## src/sv/b58enc_pkg.sv

```systemverilog
// ----------------------------------------------------------------------------
// b58enc_pkg
// Shared sizes, constants, sequencer states and the alphabet lookup for the
// Base58 encoder.
// ----------------------------------------------------------------------------
package b58enc_pkg;

  localparam int MAX_BYTES  = 32;
  localparam int MAX_DIGITS = 44;

  localparam int BIDX_W = $clog2(MAX_BYTES);
  localparam int BCNT_W = $clog2(MAX_BYTES + 1);
  localparam int DIDX_W = $clog2(MAX_DIGITS);
  localparam int DCNT_W = $clog2(MAX_DIGITS + 1);
  localparam int SUM_W  = $clog2(MAX_BYTES + MAX_DIGITS + 1);

  localparam int BYTE_W  = 8;
  localparam int DIGIT_W = 6;
  localparam int CHAR_W  = 7;

  localparam logic [DIGIT_W-1:0] BASE = DIGIT_W'(58);

  // partial dividend {remainder, byte} stays below 58 * 256
  localparam int CUR_W       = DIGIT_W + BYTE_W;
  // reciprocal of 58 scaled by 2**20, exact over the partial dividend range
  localparam int RECIP_SHIFT = 20;
  localparam int RECIP_W     = 15;
  localparam logic [RECIP_W-1:0] RECIP = RECIP_W'(18079);
  localparam int PROD_W      = CUR_W + RECIP_W;

  localparam logic [CHAR_W-1:0] CHAR_ONE = CHAR_W'(8'h31);

  localparam logic [8*58-1:0] ALPHABET =
    "123456789ABCDEFGHJKLMNPQRSTUVWXYZabcdefghijkmnopqrstuvwxyz";

  typedef enum logic [3:0] {
    S_IDLE,
    S_PREP,
    S_DRD,
    S_DMUL,
    S_DWB,
    S_PEND,
    S_ESET,
    S_EZ,
    S_ERD,
    S_EOUT,
    S_OVF
  } state_t;

  function automatic logic [CHAR_W-1:0] b58_char(input logic [DIGIT_W-1:0] d);
    logic [CHAR_W-1:0] c;
    c = '0;
    if (d < BASE) begin
      c = ALPHABET[(57 - int'(d)) * 8 +: CHAR_W];
    end
    return c;
  endfunction

endpackage

```

## src/sv/b58enc_if.sv

```systemverilog
// ----------------------------------------------------------------------------
// b58enc_if
// Valid/ready channels of the Base58 encoder: message bytes in, text out.
// ----------------------------------------------------------------------------
interface b58enc_byte_if import b58enc_pkg::*; ();
  logic              valid;
  logic              ready;
  logic [BYTE_W-1:0] data_byte;
  logic              last_byte;

  modport source (output valid, output data_byte, output last_byte, input ready);
  modport sink   (input valid, input data_byte, input last_byte, output ready);
endinterface

interface b58enc_char_if import b58enc_pkg::*; ();
  logic              valid;
  logic              ready;
  logic [CHAR_W-1:0] text_char;
  logic              last_char;
  logic              overflow;

  modport source (output valid, output text_char, output last_char, output overflow,
                  input ready);
  modport sink   (input valid, input text_char, input last_char, input overflow,
                  output ready);
endinterface

```

## src/sv/b58enc_div58.sv

```systemverilog
// ----------------------------------------------------------------------------
// b58enc_div58
// Shared divide-by-58 step: registered reciprocal product, then quotient and
// remainder by shift-add back-multiply.
// ----------------------------------------------------------------------------
module b58enc_div58 import b58enc_pkg::*; (
  input  logic               clk,
  input  logic               load,
  input  logic [CUR_W-1:0]   cur,
  output logic [BYTE_W-1:0]  quot,
  output logic [DIGIT_W-1:0] rem
);

  logic [CUR_W-1:0]  cur_q;
  logic [PROD_W-1:0] prod;
  logic [CUR_W-1:0]  back;
  logic [CUR_W-1:0]  diff;

  always_ff @(posedge clk) begin
    if (load) begin
      cur_q <= cur;
      prod  <= PROD_W'(cur) * PROD_W'(RECIP);
    end
  end

  assign quot = prod[RECIP_SHIFT +: BYTE_W];

  // quot * 58 as 32 + 16 + 8 + 2
  assign back = CUR_W'({quot, 5'b0}) + CUR_W'({quot, 4'b0})
              + CUR_W'({quot, 3'b0}) + CUR_W'({quot, 1'b0});
  assign diff = cur_q - back;
  assign rem  = diff[DIGIT_W-1:0];

endmodule

```

## src/sv/base58_encoder.sv

```systemverilog
// ----------------------------------------------------------------------------
// base58_encoder
// Base58 text encoder, Bitcoin alphabet, one shared divide-by-58 unit.
// ----------------------------------------------------------------------------
// data_in carries message bytes, most significant first; last_byte closes a
// message. A byte that is not last is taken with ready staying high. On the
// last byte ready drops while the value is divided by 58 pass after pass in
// the single divider; each pass reads, divides and writes back every byte
// still in use (S_DRD, S_DMUL, S_DWB) and then stores a digit (S_PEND).
// text_out then gives one beat per character: each leading '1' directly,
// each digit after a read of the digit buffer (S_ERD, then S_EOUT).
// Too long a message gives a single beat with overflow set and char 0.
// The result sits in an output register, so a new message is taken while
// the last character still waits. When the receiver stalls, the sequencer
// holds until the output register is free. Synchronous reset clears the
// sequencer and message counters; no clearing pass of the buffers is run.
// ----------------------------------------------------------------------------
module base58_encoder import b58enc_pkg::*; (
  input logic             clk,
  input logic             rst,
  b58enc_byte_if.sink     data_in,
  b58enc_char_if.source   text_out
);

  state_t state, state_next;

  logic [BCNT_W-1:0]  byte_count;
  logic [BCNT_W-1:0]  lzc;
  logic               seen_nz;
  logic               too_long;
  logic [BCNT_W-1:0]  idx;
  logic [BCNT_W-1:0]  new_start;
  logic               pass_nz;
  logic [DIGIT_W-1:0] rem_acc;
  logic [DCNT_W-1:0]  nd;
  logic [DCNT_W-1:0]  zleft;
  logic [DCNT_W-1:0]  dleft;
  logic [DIDX_W-1:0]  dig_idx;

  logic [BYTE_W-1:0]  byte_mem [MAX_BYTES];
  logic [BYTE_W-1:0]  rd_byte;
  logic [DIGIT_W-1:0] digit_mem [MAX_DIGITS];
  logic [DIGIT_W-1:0] dig_rd;

  logic               o_valid;
  logic [CHAR_W-1:0]  o_char;
  logic               o_last;
  logic               o_ovf;

  logic               accept;
  logic               out_free;
  logic               out_load;
  logic [CHAR_W-1:0]  ld_char;
  logic               ld_last;
  logic               ld_ovf;
  logic               byte_we;
  logic [BIDX_W-1:0]  byte_waddr;
  logic [BYTE_W-1:0]  byte_wdata;
  logic               dig_we;
  logic               div_load;
  logic [BYTE_W-1:0]  div_quot;
  logic [DIGIT_W-1:0] div_rem;
  logic               room;
  logic               to_ovf;
  logic [SUM_W-1:0]   zc_calc;
  logic [SUM_W-1:0]   tot_calc;
  logic [DCNT_W:0]    nd_inc;

  b58enc_div58 u_div (
    .clk  (clk),
    .load (div_load),
    .cur  ({rem_acc, rd_byte}),
    .quot (div_quot),
    .rem  (div_rem)
  );

  assign accept   = data_in.valid && data_in.ready;
  assign out_free = !o_valid || text_out.ready;
  assign room     = byte_count < BCNT_W'(MAX_BYTES);
  assign to_ovf   = too_long || !room;
  assign nd_inc   = {1'b0, nd} + 1'b1;

  // leading ones capped, then total capped
  always_comb begin
    zc_calc = SUM_W'(lzc);
    if (zc_calc > SUM_W'(MAX_DIGITS)) begin
      zc_calc = SUM_W'(MAX_DIGITS);
    end
    tot_calc = zc_calc + SUM_W'(nd);
    if (tot_calc > SUM_W'(MAX_DIGITS)) begin
      tot_calc = SUM_W'(MAX_DIGITS);
    end
  end

  // next state
  always_comb begin
    state_next = state;
    case (state)
      S_IDLE: begin
        if (accept && data_in.last_byte) begin
          state_next = to_ovf ? S_OVF : S_PREP;
        end
      end
      S_PREP: state_next = (lzc == byte_count) ? S_ESET : S_DRD;
      S_DRD:  state_next = S_DMUL;
      S_DMUL: state_next = S_DWB;
      S_DWB:  state_next = (idx + 1'b1 == byte_count) ? S_PEND : S_DRD;
      S_PEND: begin
        if (new_start < byte_count && nd_inc < (DCNT_W + 1)'(MAX_DIGITS)) begin
          state_next = S_DRD;
        end else begin
          state_next = S_ESET;
        end
      end
      S_ESET: state_next = (zc_calc != '0) ? S_EZ : S_ERD;
      S_EZ: begin
        if (out_free && zleft == DCNT_W'(1)) begin
          state_next = (dleft == '0) ? S_IDLE : S_ERD;
        end
      end
      S_ERD:  state_next = S_EOUT;
      S_EOUT: begin
        if (out_free) begin
          state_next = (dleft == DCNT_W'(1)) ? S_IDLE : S_ERD;
        end
      end
      S_OVF: begin
        if (out_free) begin
          state_next = S_IDLE;
        end
      end
      default: state_next = S_IDLE;
    endcase
  end

  // control outputs
  always_comb begin
    data_in.ready = (state == S_IDLE);
    div_load      = (state == S_DMUL);
    dig_we        = (state == S_PEND);
    byte_we       = 1'b0;
    byte_waddr    = byte_count[BIDX_W-1:0];
    byte_wdata    = data_in.data_byte;
    out_load      = 1'b0;
    ld_char       = '0;
    ld_last       = 1'b0;
    ld_ovf        = 1'b0;
    case (state)
      S_IDLE: byte_we = accept && room;
      S_DWB: begin
        byte_we    = 1'b1;
        byte_waddr = idx[BIDX_W-1:0];
        byte_wdata = div_quot;
      end
      S_EZ: begin
        out_load = out_free;
        ld_char  = CHAR_ONE;
        ld_last  = (zleft == DCNT_W'(1)) && (dleft == '0);
      end
      S_EOUT: begin
        out_load = out_free;
        ld_char  = b58_char(dig_rd);
        ld_last  = (dleft == DCNT_W'(1));
      end
      S_OVF: begin
        out_load = out_free;
        ld_last  = 1'b1;
        ld_ovf   = 1'b1;
      end
      default: ;
    endcase
  end

  // buffers
  always_ff @(posedge clk) begin
    if (byte_we) begin
      byte_mem[byte_waddr] <= byte_wdata;
    end
    rd_byte <= byte_mem[idx[BIDX_W-1:0]];
  end

  always_ff @(posedge clk) begin
    if (dig_we) begin
      digit_mem[nd[DIDX_W-1:0]] <= rem_acc;
    end
    dig_rd <= digit_mem[dig_idx];
  end

  // sequencer and message state
  always_ff @(posedge clk) begin
    if (rst) begin
      state      <= S_IDLE;
      byte_count <= '0;
      lzc        <= '0;
      seen_nz    <= 1'b0;
      too_long   <= 1'b0;
      nd         <= '0;
      zleft      <= '0;
      dleft      <= '0;
      o_valid    <= 1'b0;
    end else begin
      state <= state_next;
      case (state)
        S_IDLE: begin
          if (accept) begin
            if (room) begin
              byte_count <= byte_count + 1'b1;
              if (!seen_nz) begin
                if (data_in.data_byte == '0) begin
                  lzc <= lzc + 1'b1;
                end else begin
                  seen_nz <= 1'b1;
                end
              end
            end else begin
              too_long <= 1'b1;
            end
          end
        end
        S_PREP: begin
          idx       <= lzc;
          new_start <= lzc;
          rem_acc   <= '0;
          pass_nz   <= 1'b0;
          nd        <= '0;
        end
        S_DWB: begin
          rem_acc <= div_rem;
          idx     <= idx + 1'b1;
          if (div_quot != '0) begin
            pass_nz <= 1'b1;
          end else if (!pass_nz) begin
            new_start <= idx + 1'b1;
          end
        end
        S_PEND: begin
          nd      <= nd_inc[DCNT_W-1:0];
          idx     <= new_start;
          rem_acc <= '0;
          pass_nz <= 1'b0;
        end
        S_ESET: begin
          zleft      <= zc_calc[DCNT_W-1:0];
          dleft      <= DCNT_W'(tot_calc - zc_calc);
          dig_idx    <= DIDX_W'(nd - 1'b1);
          byte_count <= '0;
          lzc        <= '0;
          seen_nz    <= 1'b0;
          too_long   <= 1'b0;
        end
        S_EZ: begin
          if (out_free) begin
            zleft <= zleft - 1'b1;
          end
        end
        S_EOUT: begin
          if (out_free) begin
            dleft   <= dleft - 1'b1;
            dig_idx <= dig_idx - 1'b1;
          end
        end
        S_OVF: begin
          if (out_free) begin
            byte_count <= '0;
            lzc        <= '0;
            seen_nz    <= 1'b0;
            too_long   <= 1'b0;
          end
        end
        default: ;
      endcase
      if (out_load) begin
        o_valid <= 1'b1;
      end else if (text_out.ready) begin
        o_valid <= 1'b0;
      end
    end
  end

  always_ff @(posedge clk) begin
    if (out_load) begin
      o_char <= ld_char;
      o_last <= ld_last;
      o_ovf  <= ld_ovf;
    end
  end

  assign text_out.valid     = o_valid;
  assign text_out.text_char = o_char;
  assign text_out.last_char = o_last;
  assign text_out.overflow  = o_ovf;

  // checks
  a_ovf_beat: assert property (@(posedge clk) disable iff (rst)
    text_out.valid && text_out.overflow |-> text_out.last_char && text_out.text_char == '0)
    else $error("overflow beat not a lone terminal zero");

  a_rem_range: assert property (@(posedge clk) disable iff (rst)
    state == S_DWB |-> div_rem < BASE)
    else $error("divider remainder out of range");

  a_nd_cap: assert property (@(posedge clk) disable iff (rst)
    nd <= DCNT_W'(MAX_DIGITS))
    else $error("digit count beyond buffer");

  a_bcnt_cap: assert property (@(posedge clk) disable iff (rst)
    byte_count <= BCNT_W'(MAX_BYTES))
    else $error("byte count beyond buffer");

endmodule

```

## src/flat_wrapper.sv

```systemverilog
// flat-port wrapper written by rule: the top's interface ports become plain ports
module base58_encoder_flat import b58enc_pkg::*;
  (clk, rst, data_in_valid, data_in_data_byte, data_in_last_byte, data_in_ready, text_out_valid, text_out_text_char, text_out_last_char, text_out_overflow, text_out_ready);
  b58enc_byte_if data_in_i ();
  b58enc_char_if text_out_i ();
  input logic clk;
  input logic rst;
  input wire logic [$bits(data_in_i.valid)-1:0] data_in_valid;
  input wire logic [$bits(data_in_i.data_byte)-1:0] data_in_data_byte;
  input wire logic [$bits(data_in_i.last_byte)-1:0] data_in_last_byte;
  output wire logic [$bits(data_in_i.ready)-1:0] data_in_ready;
  output wire logic [$bits(text_out_i.valid)-1:0] text_out_valid;
  output wire logic [$bits(text_out_i.text_char)-1:0] text_out_text_char;
  output wire logic [$bits(text_out_i.last_char)-1:0] text_out_last_char;
  output wire logic [$bits(text_out_i.overflow)-1:0] text_out_overflow;
  input wire logic [$bits(text_out_i.ready)-1:0] text_out_ready;
  assign data_in_i.valid = data_in_valid;
  assign data_in_i.data_byte = data_in_data_byte;
  assign data_in_i.last_byte = data_in_last_byte;
  assign data_in_ready = data_in_i.ready;
  assign text_out_valid = text_out_i.valid;
  assign text_out_text_char = text_out_i.text_char;
  assign text_out_last_char = text_out_i.last_char;
  assign text_out_overflow = text_out_i.overflow;
  assign text_out_i.ready = text_out_ready;
  base58_encoder u_core (.clk(clk), .rst(rst), .data_in(data_in_i), .text_out(text_out_i));
endmodule
```

## config.mk

```make
export PLATFORM = sky130hd
export DESIGN_NAME = base58_encoder_flat
export DESIGN_NICKNAME = d
export VERILOG_FILES = /design/src/sv/b58enc_pkg.sv /design/src/sv/b58enc_if.sv /design/src/sv/b58enc_div58.sv /design/src/sv/base58_encoder.sv /design/src/flat_wrapper.sv
export SDC_FILE = /design/constraint.sdc
export NUM_CORES = 1
export LEC_CHECK = 0
export ABC_AREA = 0
export BUFFER_PORTS_ARGS = -buffer_cell sky130_fd_sc_hd__buf_2
export CAP_MARGIN = 20
export CELL_PAD_IN_SITES_DETAIL_PLACEMENT = 0
export CELL_PAD_IN_SITES_GLOBAL_PLACEMENT = 2
export CORE_MARGIN = 2
export CORE_UTILIZATION = 43
export CTS_BUF_LIST = sky130_fd_sc_hd__clkbuf_16
export DETAILED_ROUTE_END_ITERATION = 10
export MAX_ROUTING_LAYER = met4
export PLACE_DENSITY = 0.74
export SLEW_MARGIN = 10
export SYNTH_ARGS = -nofsm -noshare
export SYNTH_HDL_FRONTEND = slang
export SYNTH_SLANG_ARGS = --single-unit
```

## constraint.sdc

```tcl
create_clock -name clk -period 9.23 [get_ports clk]
set_input_delay 1.3845 -clock clk [delete_from_list [all_inputs] [get_ports clk]]
set_output_delay 1.3845 -clock clk [all_outputs]
set_load 0.03 [all_outputs]
```

==> results of run 1 <==
## worst register-to-register path, cell delays in order, from the launching register on
cell,delay (ps)
edfxtp_1,320
buf_4,400
fa_1,610
xor2_1,200
ha_1,280
inv_1,50
fa_1,480
inv_1,50
fa_1,450
fa_1,520
fa_1,440
ha_1,320
nand3_1,110
o21ai_0,90
o21bai_1,200
nand4_1,190
a31oi_2,280
nor2_1,90
a2111oi_2,380
xnor2_1,110
## worst paths after layout
path	from	end	slack (ps)	cells past startpoint
worst max-delay path	u_core.rem_acc[4]	u_core.u_div.prod[27]	3400	19
worst min-delay path	u_core.seen_nz	u_core.seen_nz	460	2
worst max register to register	u_core.rem_acc[4]	u_core.u_div.prod[27]	3400	19
worst min register to register	u_core.seen_nz	u_core.seen_nz	460	2
## registers in the layout, summed over array words and instances (netlist names), 7 cells and up
name	cells
u_core.digit_mem	264
u_core.byte_mem	256
u_core.rd_byte	8
u_core.u_div.prod	8
u_core.text_out.text_char	7
## Yosys cell counts, types with 6 or more instances
| library cell | number | area [µm²] |
|---|---|---|
| or3_1 | 7 | 43.8 |
| nand3_1 | 21 | 105 |
| mux2i_1 | 22 | 220 |
| nand3b_1 | 10 | 75.1 |
| nor3_1 | 19 | 95.1 |
| xor2_1 | 25 | 219 |
| nand4_1 | 14 | 87.6 |
| nor2_1 | 176 | 661 |
| o22ai_1 | 10 | 62.6 |
| a31oi_1 | 9 | 56.3 |
| a211oi_1 | 12 | 90.1 |
| inv_1 | 149 | 559 |
| nor4_1 | 9 | 56.3 |
| edfxtp_1 | 568 | 17100 |
| xnor2_1 | 39 | 342 |
| a21oi_1 | 71 | 355 |
| fa_1 | 64 | 1280 |
| buf_2 | 22 | 110 |
| o21ai_0 | 69 | 345 |
| clkbuf_1 | 51 | 191 |
| ha_1 | 161 | 2010 |
| buf_1 | 16 | 60.1 |
| nand2_1 | 110 | 413 |
| mux2_2 | 9 | 101 |
| mux4_2 | 158 | 3560 |
| nand2b_1 | 23 | 144 |
| a21o_1 | 6 | 45.0 |
| dfxtp_1 | 51 | 1020 |
| nor2b_1 | 9 | 56.3 |
| a22oi_1 | 6 | 45.0 |
## metal layers
layer	vias to the layer above	GRT usage	wire length, µm
li1	7615	-	-
met1	8354	0.272	30400
met2	293	0.325	33500
met3	95	0.0257	2430
met4	0	0.0465	1310
met5	-	-	0
## through the flow
stage                     hold slack, ps  area [µm²]  std cells
final                                463       33800       3022
after global placement               445       31300       2895
after CTS                            464       33700       3019
after detailed placement             450       31300       2895
after global routing                 483       33800       3022
after floorplan                      430       30200       1993
## final cells by class
| type | instances | area share |
|---|---|---|
| clock buffers | 69 | 0.0511 |
| multi-input cells | 1133 | 0.331 |
| well taps | 940 | 0.0348 |
| repair buffers | 57 | 0.0124 |
| inverters | 149 | 0.0166 |
| clock inverters | 55 | 0.0187 |
| flip-flops and latches | 619 | 0.535 |
## cells by family (layout without fill, tap and decap cells)
family | Yosys count | after routing
AOI/OAI and AO/OA | 229 | 229
muxes | 189 | 189
adders and majority gates | 225 | 225
buffers and inverters | 241 | 330
DFF | 619 | 619
xor gates and xnor gates | 64 | 64
and+or+nand+nor | 426 | 426
==> reports/results.txt, run 1 <==
Overall Global Routing Usage -> 0.201
Register area -> 18100 µm²
Final worst-path cycle share -> 0.631
Vias per cell -> 5.41
XOR/XNOR share of the synthesized area -> 0.0186
Worst EP required -> 9570 ps
Cell Area, Synth -> 30200 µm²
Skew-Pair Late Insertion Delay -> 610 ps
Layout cells sized above 1 -> 0.167
Postcts setup bufs -> 0
Post-synth EDFFs -> 568
Ys flop type -> edfxtp_1
Worst setup EP type -> flop
First-pass GRT wire length -> 106000 µm
# DRC -> 0
Area of the multi-input gates -> 11200 µm²
Largest net degree at the start of global routing -> 69
Vias in the first global route -> 17000
Diode count -> 0
TritonRoute pass-1 iters -> 5
Clock sink total -> 619
Post-synthesis adder-cell area fraction -> 0.109
Synth Area in Simple Gates -> 0.0652
Post-synthesis compound-gate area fraction -> 0.0480
Syn avg cell area -> 15.1 µm²
Root Buffer -> clkbuf_16
Die Ht -> 269 µm
Nets -> 2266
Slowest CP cell -> fa_1
Vias -> 16400
Post-synthesis sequential area ratio -> 0.599
Core area -> 69800 µm²
Final Max Tran Viols -> 0
Most common cell after layout, fill and taps aside -> edfxtp_1
Critical path arrival -> 6170 ps
IO Port Bufs -> 23
Critical path buffers and inverters -> 3
HPWL after detailed placement -> 44700 µm
IO Pins -> 24
Final setup margin -> 3400 ps
Die footprint -> 72300 µm²
Startpoint types -> flop
DIE WIDTH -> 269 µm
Antenna violations before repair -> 0
Final Util -> 0.484
Antenna Violating Nets Remaining -> 0
Worst path top cell family by delay -> adder cells
Slew margin rel. -> 0.250
Mux cell area share after synthesis -> 0.129
Area grow syn2layout -> 11.9%
Fin crit period -> 5830 ps
Clock Skew -> 20.8 ps
Routed len/inst -> 22.4 µm
CTS tree -> done
Starting density of the core -> 0.433
Post-Route WL -> 67700 µm
Synth Net Count -> 2231
Crit-path max FO -> 51
Most frequent cells in the layout -> 568 x edfxtp_1, 176 x nor2_1, 163 x inv_1
Final Wtd Congestion -> 0.804
Main combinational cell family by area after synthesis -> multiplexers
Yosys warning count -> 0
Rows -> 97
Placement Setup Slack -> 3320 ps
Worst hold path class -> reg2reg
Cell variety after synth -> 73
Crit Path Category -> reg2reg
Max Root-Sink Buffers -> 3
GRT overflow -> 0
Post-Synthesis Cells -> 1993
CTS buffer count -> 68
TNS Setup -> 0 ps
Fmax -> 172 MHz
Crit-path cells -> buf_4, fa_1, xor2_1, ha_1, inv_1, fa_1, inv_1, fa_1, fa_1, fa_1, ha_1, nand3_1, o21ai_0, o21bai_1, nand4_1, a31oi_2, nor2_1, a2111oi_2, xnor2_1
Status -> complete, no violations
RSZ-0062 raised after global routing -> false
Max Cap Violations -> 0
Clk slew on worst S/H paths -> 60 ps
Initial drt markers -> 1305
CP peak stage delay -> 590 ps
#FFs+latches synth -> 619
Setup-failing EPs final -> 0
Async S/R FF share, synth -> 0
Count of hold buffers inserted by post-cts repair -> 0
Critical path's most frequent cell -> fa_1
Fillers -> 5946
Worst slew pin tran -> 1120 ps
Final Hold Vio Count -> 0
Post-CTS Resized -> 0
H-tree levels -> 3
Power of run 1 is not shown: default switching activity piles up to over one toggle a cycle in this logic, so the estimate is an artifact.
==> run 2: changes to the inputs <==
- clock period: 9.23 -> 5.6 ns (I/O delays scaled with it)
==> run 2 against run 1 <==
Against the previous run: utilization rose by 0.091 points; non-clock buffer count increased by 20; global-route usage down 0.14 points; die area unchanged; clock skew down 3.6 ps; sequential share of layout area decreased by 0.097 points; first-iteration DRC count rose by 7.5%; fmax up 9.2%; via count up 1.8%; final area increased by 0.19%; register-to-register slack worse by 3100 ps; critical endpoint is now u_core.u_div.prod[26].
==> reports/results.txt, run 2 (same netlist as run 1, synthesis figures left out) <==
Worst reg2reg startpoint -> u_core.rem_acc[5]
Critical path's most frequent cell -> fa_1
Setup-failing EPs final -> 0 (unchanged)
Antenna Violating Nets Remaining -> 0 (unchanged)
CP Launch Point -> u_core.rem_acc[5]
Die footprint -> 72300 µm² (unchanged)
Vias per cell -> 5.48 (+1.2%)
GRT overflow -> 0 (unchanged)
CTS buffer count -> 66 (-2.9%)
# DRC -> 0 (unchanged)
Clock Skew -> 17.3 ps (-3.56 ps)
Clk slew on worst S/H paths -> 60 ps (about the same)
Vias -> 16700 (+1.8%)
Worst slew pin tran -> 1130 ps (+2.44 ps)
Final Max Tran Viols -> 0 (unchanged)
Final worst-path cycle share -> 0.952 (+0.321)
Fin crit period -> 5330 ps (-492 ps)
Core area -> 69800 µm² (unchanged)
Rows -> 97 (unchanged)
Startpoint types -> flop
Slowest CP cell -> fa_2
Crit-path cells -> fa_2, xor2_2, ha_1, inv_1, fa_1, inv_1, fa_1, fa_1, fa_1, ha_1, nand3_1, nor3_2, o2111ai_2, nand4_1, a31oi_4, buf_4, o21bai_2, a21oi_1, xnor2_1
DIE WIDTH -> 269 µm (unchanged)
Antenna violations before repair -> 0 (unchanged)
IO Port Bufs -> 23 (unchanged)
Worst Hold Launch -> u_core.seen_nz
Final Util -> 0.485 (+0.000914)
Skew-Pair Late Insertion Delay -> 610 ps (about the same)
Slew margin rel. -> 0.249 (-0.00163)
Count of hold buffers inserted by post-cts repair -> 0 (unchanged)
Routed len/inst -> 22.3 µm (-0.62%)
Layout cells sized above 1 -> 0.177 (+0.0105)
Final Wtd Congestion -> 0.822 (+2.2%)
Diode count -> 0 (unchanged)
CTS tree -> done
Most common cell after layout, fill and taps aside -> edfxtp_1
Worst EP required -> 5950 ps (-3620 ps)
Initial drt markers -> 1403 (+7.5%)
Root Buffer -> clkbuf_16
Max Cap Violations -> 0 (unchanged)
Status -> complete, no violations
HPWL after detailed placement -> 45900 µm (+2.6%)
Max Root-Sink Buffers -> 3 (unchanged)
Max FFs per register -> 264 (unchanged)
Crit-path max FO -> 4 (-92%)
WHS -> 464 ps (+0.593 ps)
Critical path arrival -> 5680 ps (-490 ps)
Worst hold path class -> reg2reg
Starting density of the core -> 0.433 (unchanged)
Crit Path Category -> reg2reg
First-pass GRT wire length -> 105000 µm (-1.1%)
Largest net degree at the start of global routing -> 52 (-25%)
Die Ht -> 269 µm (unchanged)
Area grow syn2layout -> 12.1%
Most frequent cells in the layout -> 568 x edfxtp_1, 176 x nor2_1, 161 x ha_1
Final Hold Vio Count -> 0 (unchanged)
Nets -> 2284 (+0.79%)
Overall Global Routing Usage -> 0.199 (-0.00135)
Fmax -> 187 MHz (+9.2%)
Post-Route WL -> 67700 µm (about the same)
Clock sink total -> 619 (unchanged)
Worst setup EP type -> flop
H-tree levels -> 3 (unchanged)
TritonRoute pass-1 iters -> 7 (+2)
RSZ-0062 raised after global routing -> false
CP peak stage delay -> 660 ps (+70 ps)
IO Pins -> 24 (unchanged)
Vias in the first global route -> 17000 (-0.018%)
## run 2: changes by cell type in the layout (fill, tap and decap cells not counted), sizes merged
cell / before / now
buf: 57 / 76
bufinv: 12 / 6
clkbuf: 69 / 68
clkinv: 25 / 29
clkinvlp: 1 / 5
inv: 166 / 164
## run 2: through the flow
stage	area, µm²	std cells	TNS [ps]	setup WS (ps)
after global placement	31400	2909	0	183
final	33800	3040	0	267
after CTS	33700	3032	0	84.7
after detailed placement	31500	2910	0	124
after global routing	33800	3040	0	1.69
after floorplan	30200	1993	-36.7	-36.7
## run 2: final cells by class
cell class                      instances  area (µm²)
Clock buffer                           67        1680
Clock inverter                         55         515
Fill cell                            5965       36000
Inverter                              149         559
Multi-Input combinational cell       1133       11200
Sequential cell                       619       18100
Tap cell                              940        1180
Timing Repair Buffer                   77         613
## run 2: path summary, 6_finish.rpt
check	end	slack, ps	depth (start not counted)
setup / recovery	u_core.u_div.prod[26]	270	19
hold / removal	u_core.seen_nz	460	2
setup reg to reg	u_core.u_div.prod[26]	270	19
hold reg to reg	u_core.seen_nz	460	2
## run 2: what timing repair did
action / 4_1_cts / 5_1_grt
resized for setup: 0 / 12
buffers inserted: 0 / 3
endpoints found under the hold margin: 0 / 0
setup endpoints to repair: 0 / 3
## run 2: per-layer routing
metal	GRT usage	up-vias	wire length (µm)
met4	0.0566	0	1610
met1	0.271	8544	30600
met5	-	-	0
li1	-	7645	-
met3	0.0257	94	2560
met2	0.317	368	32900
## run 2: worst max-delay path: cells and delay by family, from the launching register on
| kind | cells | cell delay [ps] |
|---|---|---|
| AOI/OAI and AO/OA | 4 | 530 |
| xor gates and xnor gates | 2 | 300 |
| adders and majority gates | 7 | 2980 |
| buffers and inverters | 3 | 290 |
| DFF | 1 | 420 |
| and+or+nand+nor | 3 | 540 |
Power of run 2 is left out for the same reason.
==> run 3: changes to the inputs <==
- CAP_MARGIN: 20 -> 5
- SETUP_SLACK_MARGIN: default -> 0.3
==> run 3 against run 2 <==
Against the previous run: first-iteration DRC count decreased by 3.9%; cell count is 0.16% lower; via count shrank 0.21%; utilization grew 0.13 points; wire length increased by 0.15%; critical path depth is 2 lower; worst hold slack better by 5.2 ps; critical path type unchanged; largest cell class unchanged.
==> reports/results.txt, run 3 (same netlist as run 1, synthesis figures left out) <==
Final Util -> 0.486 (+0.00126)
IO Pins -> 24 (unchanged)
Post-Route WL -> 67800 µm (+0.15%)
Routed len/inst -> 22.3 µm (+0.31%)
IO Port Bufs -> 23 (unchanged)
Status -> complete, no violations
Clk slew on worst S/H paths -> 60 ps (about the same)
Antenna violations before repair -> 1 (+1)
Starting density of the core -> 0.433 (unchanged)
Fin crit period -> 5350 ps (+19.4 ps)
RSZ-0062 raised after global routing -> true
Diode count -> 0 (unchanged)
Initial drt markers -> 1348 (-3.9%)
Most common cell after layout, fill and taps aside -> edfxtp_1
First-pass GRT wire length -> 104000 µm (-0.32%)
CTS buffer count -> 67 (+1.5%)
HPWL after detailed placement -> 45300 µm (-1.3%)
Count of hold buffers inserted by post-cts repair -> 0 (unchanged)
Final Wtd Congestion -> 0.831 (+1.2%)
DIE WIDTH -> 269 µm (unchanged)
Fmax -> 187 MHz (-0.36%)
Final Instance Count excl. Fillers -> 3035 (-0.16%)
H-tree levels -> 3 (unchanged)
Crit Path Category -> reg2reg
Placed Instances -> 2901 (-0.31%)
Worst hold path class -> reg2reg
Critical path arrival -> 5710 ps (+30 ps)
Largest net degree at the start of global routing -> 69 (+33%)
Die footprint -> 72300 µm² (unchanged)
WHS Path Cells -> 2 (unchanged)
GRT overflow -> 0 (unchanged)
Area grow syn2layout -> 12.4%
Slew margin rel. -> 0.202 (-0.0473)
Worst r2r path cells -> 17 (-2)
Root Buffer -> clkbuf_16
Max FFs per register -> 264 (unchanged)
# DRC -> 0 (unchanged)
Final Max Tran Viols -> 0 (unchanged)
Rows -> 97 (unchanged)
Layout cells sized above 1 -> 0.184 (+0.00663)
Core area -> 69800 µm² (unchanged)
Vias in the first global route -> 16900 (-0.52%)
Vias -> 16600 (-0.21%)
Die Ht -> 269 µm (unchanged)
TritonRoute pass-1 iters -> 5 (-2)
Vias per cell -> 5.47 (about the same)
Antenna Violating Nets Remaining -> 0 (unchanged)
Worst EP required -> 5960 ps (about the same)
Final Hold Vio Count -> 0 (unchanged)
Skew-Pair Late Insertion Delay -> 620 ps (about the same)
Max Root-Sink Buffers -> 3 (unchanged)
Nets -> 2280 (-0.18%)
Most frequent cells in the layout -> 568 x edfxtp_1, 176 x nor2_1, 158 x inv_1, 158 x mux4_2, 158 x ha_1
Clock Skew -> 28.6 ps (+11.3 ps)
CTS tree -> done
Crit-path max FO -> 3 (-1)
Setup-failing EPs final -> 0 (unchanged)
Worst setup EP type -> flop
Clock sink total -> 619 (unchanged)
Overall Global Routing Usage -> 0.198 (-0.00132)
Worst slew pin tran -> 1190 ps (+68.0 ps)
Final worst-path cycle share -> 0.956 (+0.00346)
Reg2reg setup slack -> 250 ps (-20 ps)
Max Cap Violations -> 0 (unchanged)
Startpoint types -> flop
[run 3: cell count changes in the layout (fill, tap and decap cells not counted), sizes merged]
cell,previous run,this run
clkinv,29,28
buf,76,71
bufinv,6,7
clkinvlp,5,2
clkbuf,68,70
inv,164,165
[run 3: critical path, stage by stage (launching register included)]
cell and delay (ps):
edfxtp_1 420, fa_2 610, buf_6 100, fa_1 440, fa_2 600, fa_2 460
fa_2 400, fa_1 510, ha_4 310, nand3_4 80, nor3_4 200, o2111ai_2 170
nand4_1 180, a31oi_2 110, buf_4 160, buf_6 110, buf_6 110, xnor2_2 130
[run 3: repair_timing]
item / CTS / global route
pin swaps: 14 / 20
buffers inserted: 7 / 4
resized for setup: 17 / 18
cloned: 0 / 1
endpoints found under the setup margin: 4 / 7
[run 3: routing by layer]
metal  wire [µm]  global-route usage  vias to the layer above
met5           0                   -                        -
met3        3060              0.0284                       89
met4        1440              0.0498                        0
met1       30600               0.272                     8488
li1            -                   -                     7637
met2       32700               0.312                      402
[run 3: path summary, 6_finish.rpt]
path,from,to
setup / recovery,u_core.rem_acc[3],u_core.u_div.prod[24]
hold / removal,u_core.seen_nz,u_core.seen_nz
setup reg to reg,u_core.rem_acc[3],u_core.u_div.prod[24]
hold reg to reg,u_core.seen_nz,u_core.seen_nz
[run 3: final cells by class]
cell class                      count  area, µm²
Inverter                          149        559
Sequential cell                   619      18100
Fill cell                        5969      35900
Clock inverter                     53        514
Timing Repair Buffer               72        564
Tap cell                          940       1180
Clock buffer                       69       1730
Multi-Input combinational cell   1133      11300
[run 3: per-stage QoR]
step	setup slack, ps	setup TNS [ps]	instance area, µm²	hold WS [ps]
after detailed placement	80.1	0	31400	456
after global routing	67.1	0	33900	514
after global placement	170	0	31400	447
after floorplan	-36.3	-36.3	30200	430
after CTS	269	0	33800	471
final	247	0	33900	469
Power of run 3 is left out for the same reason.
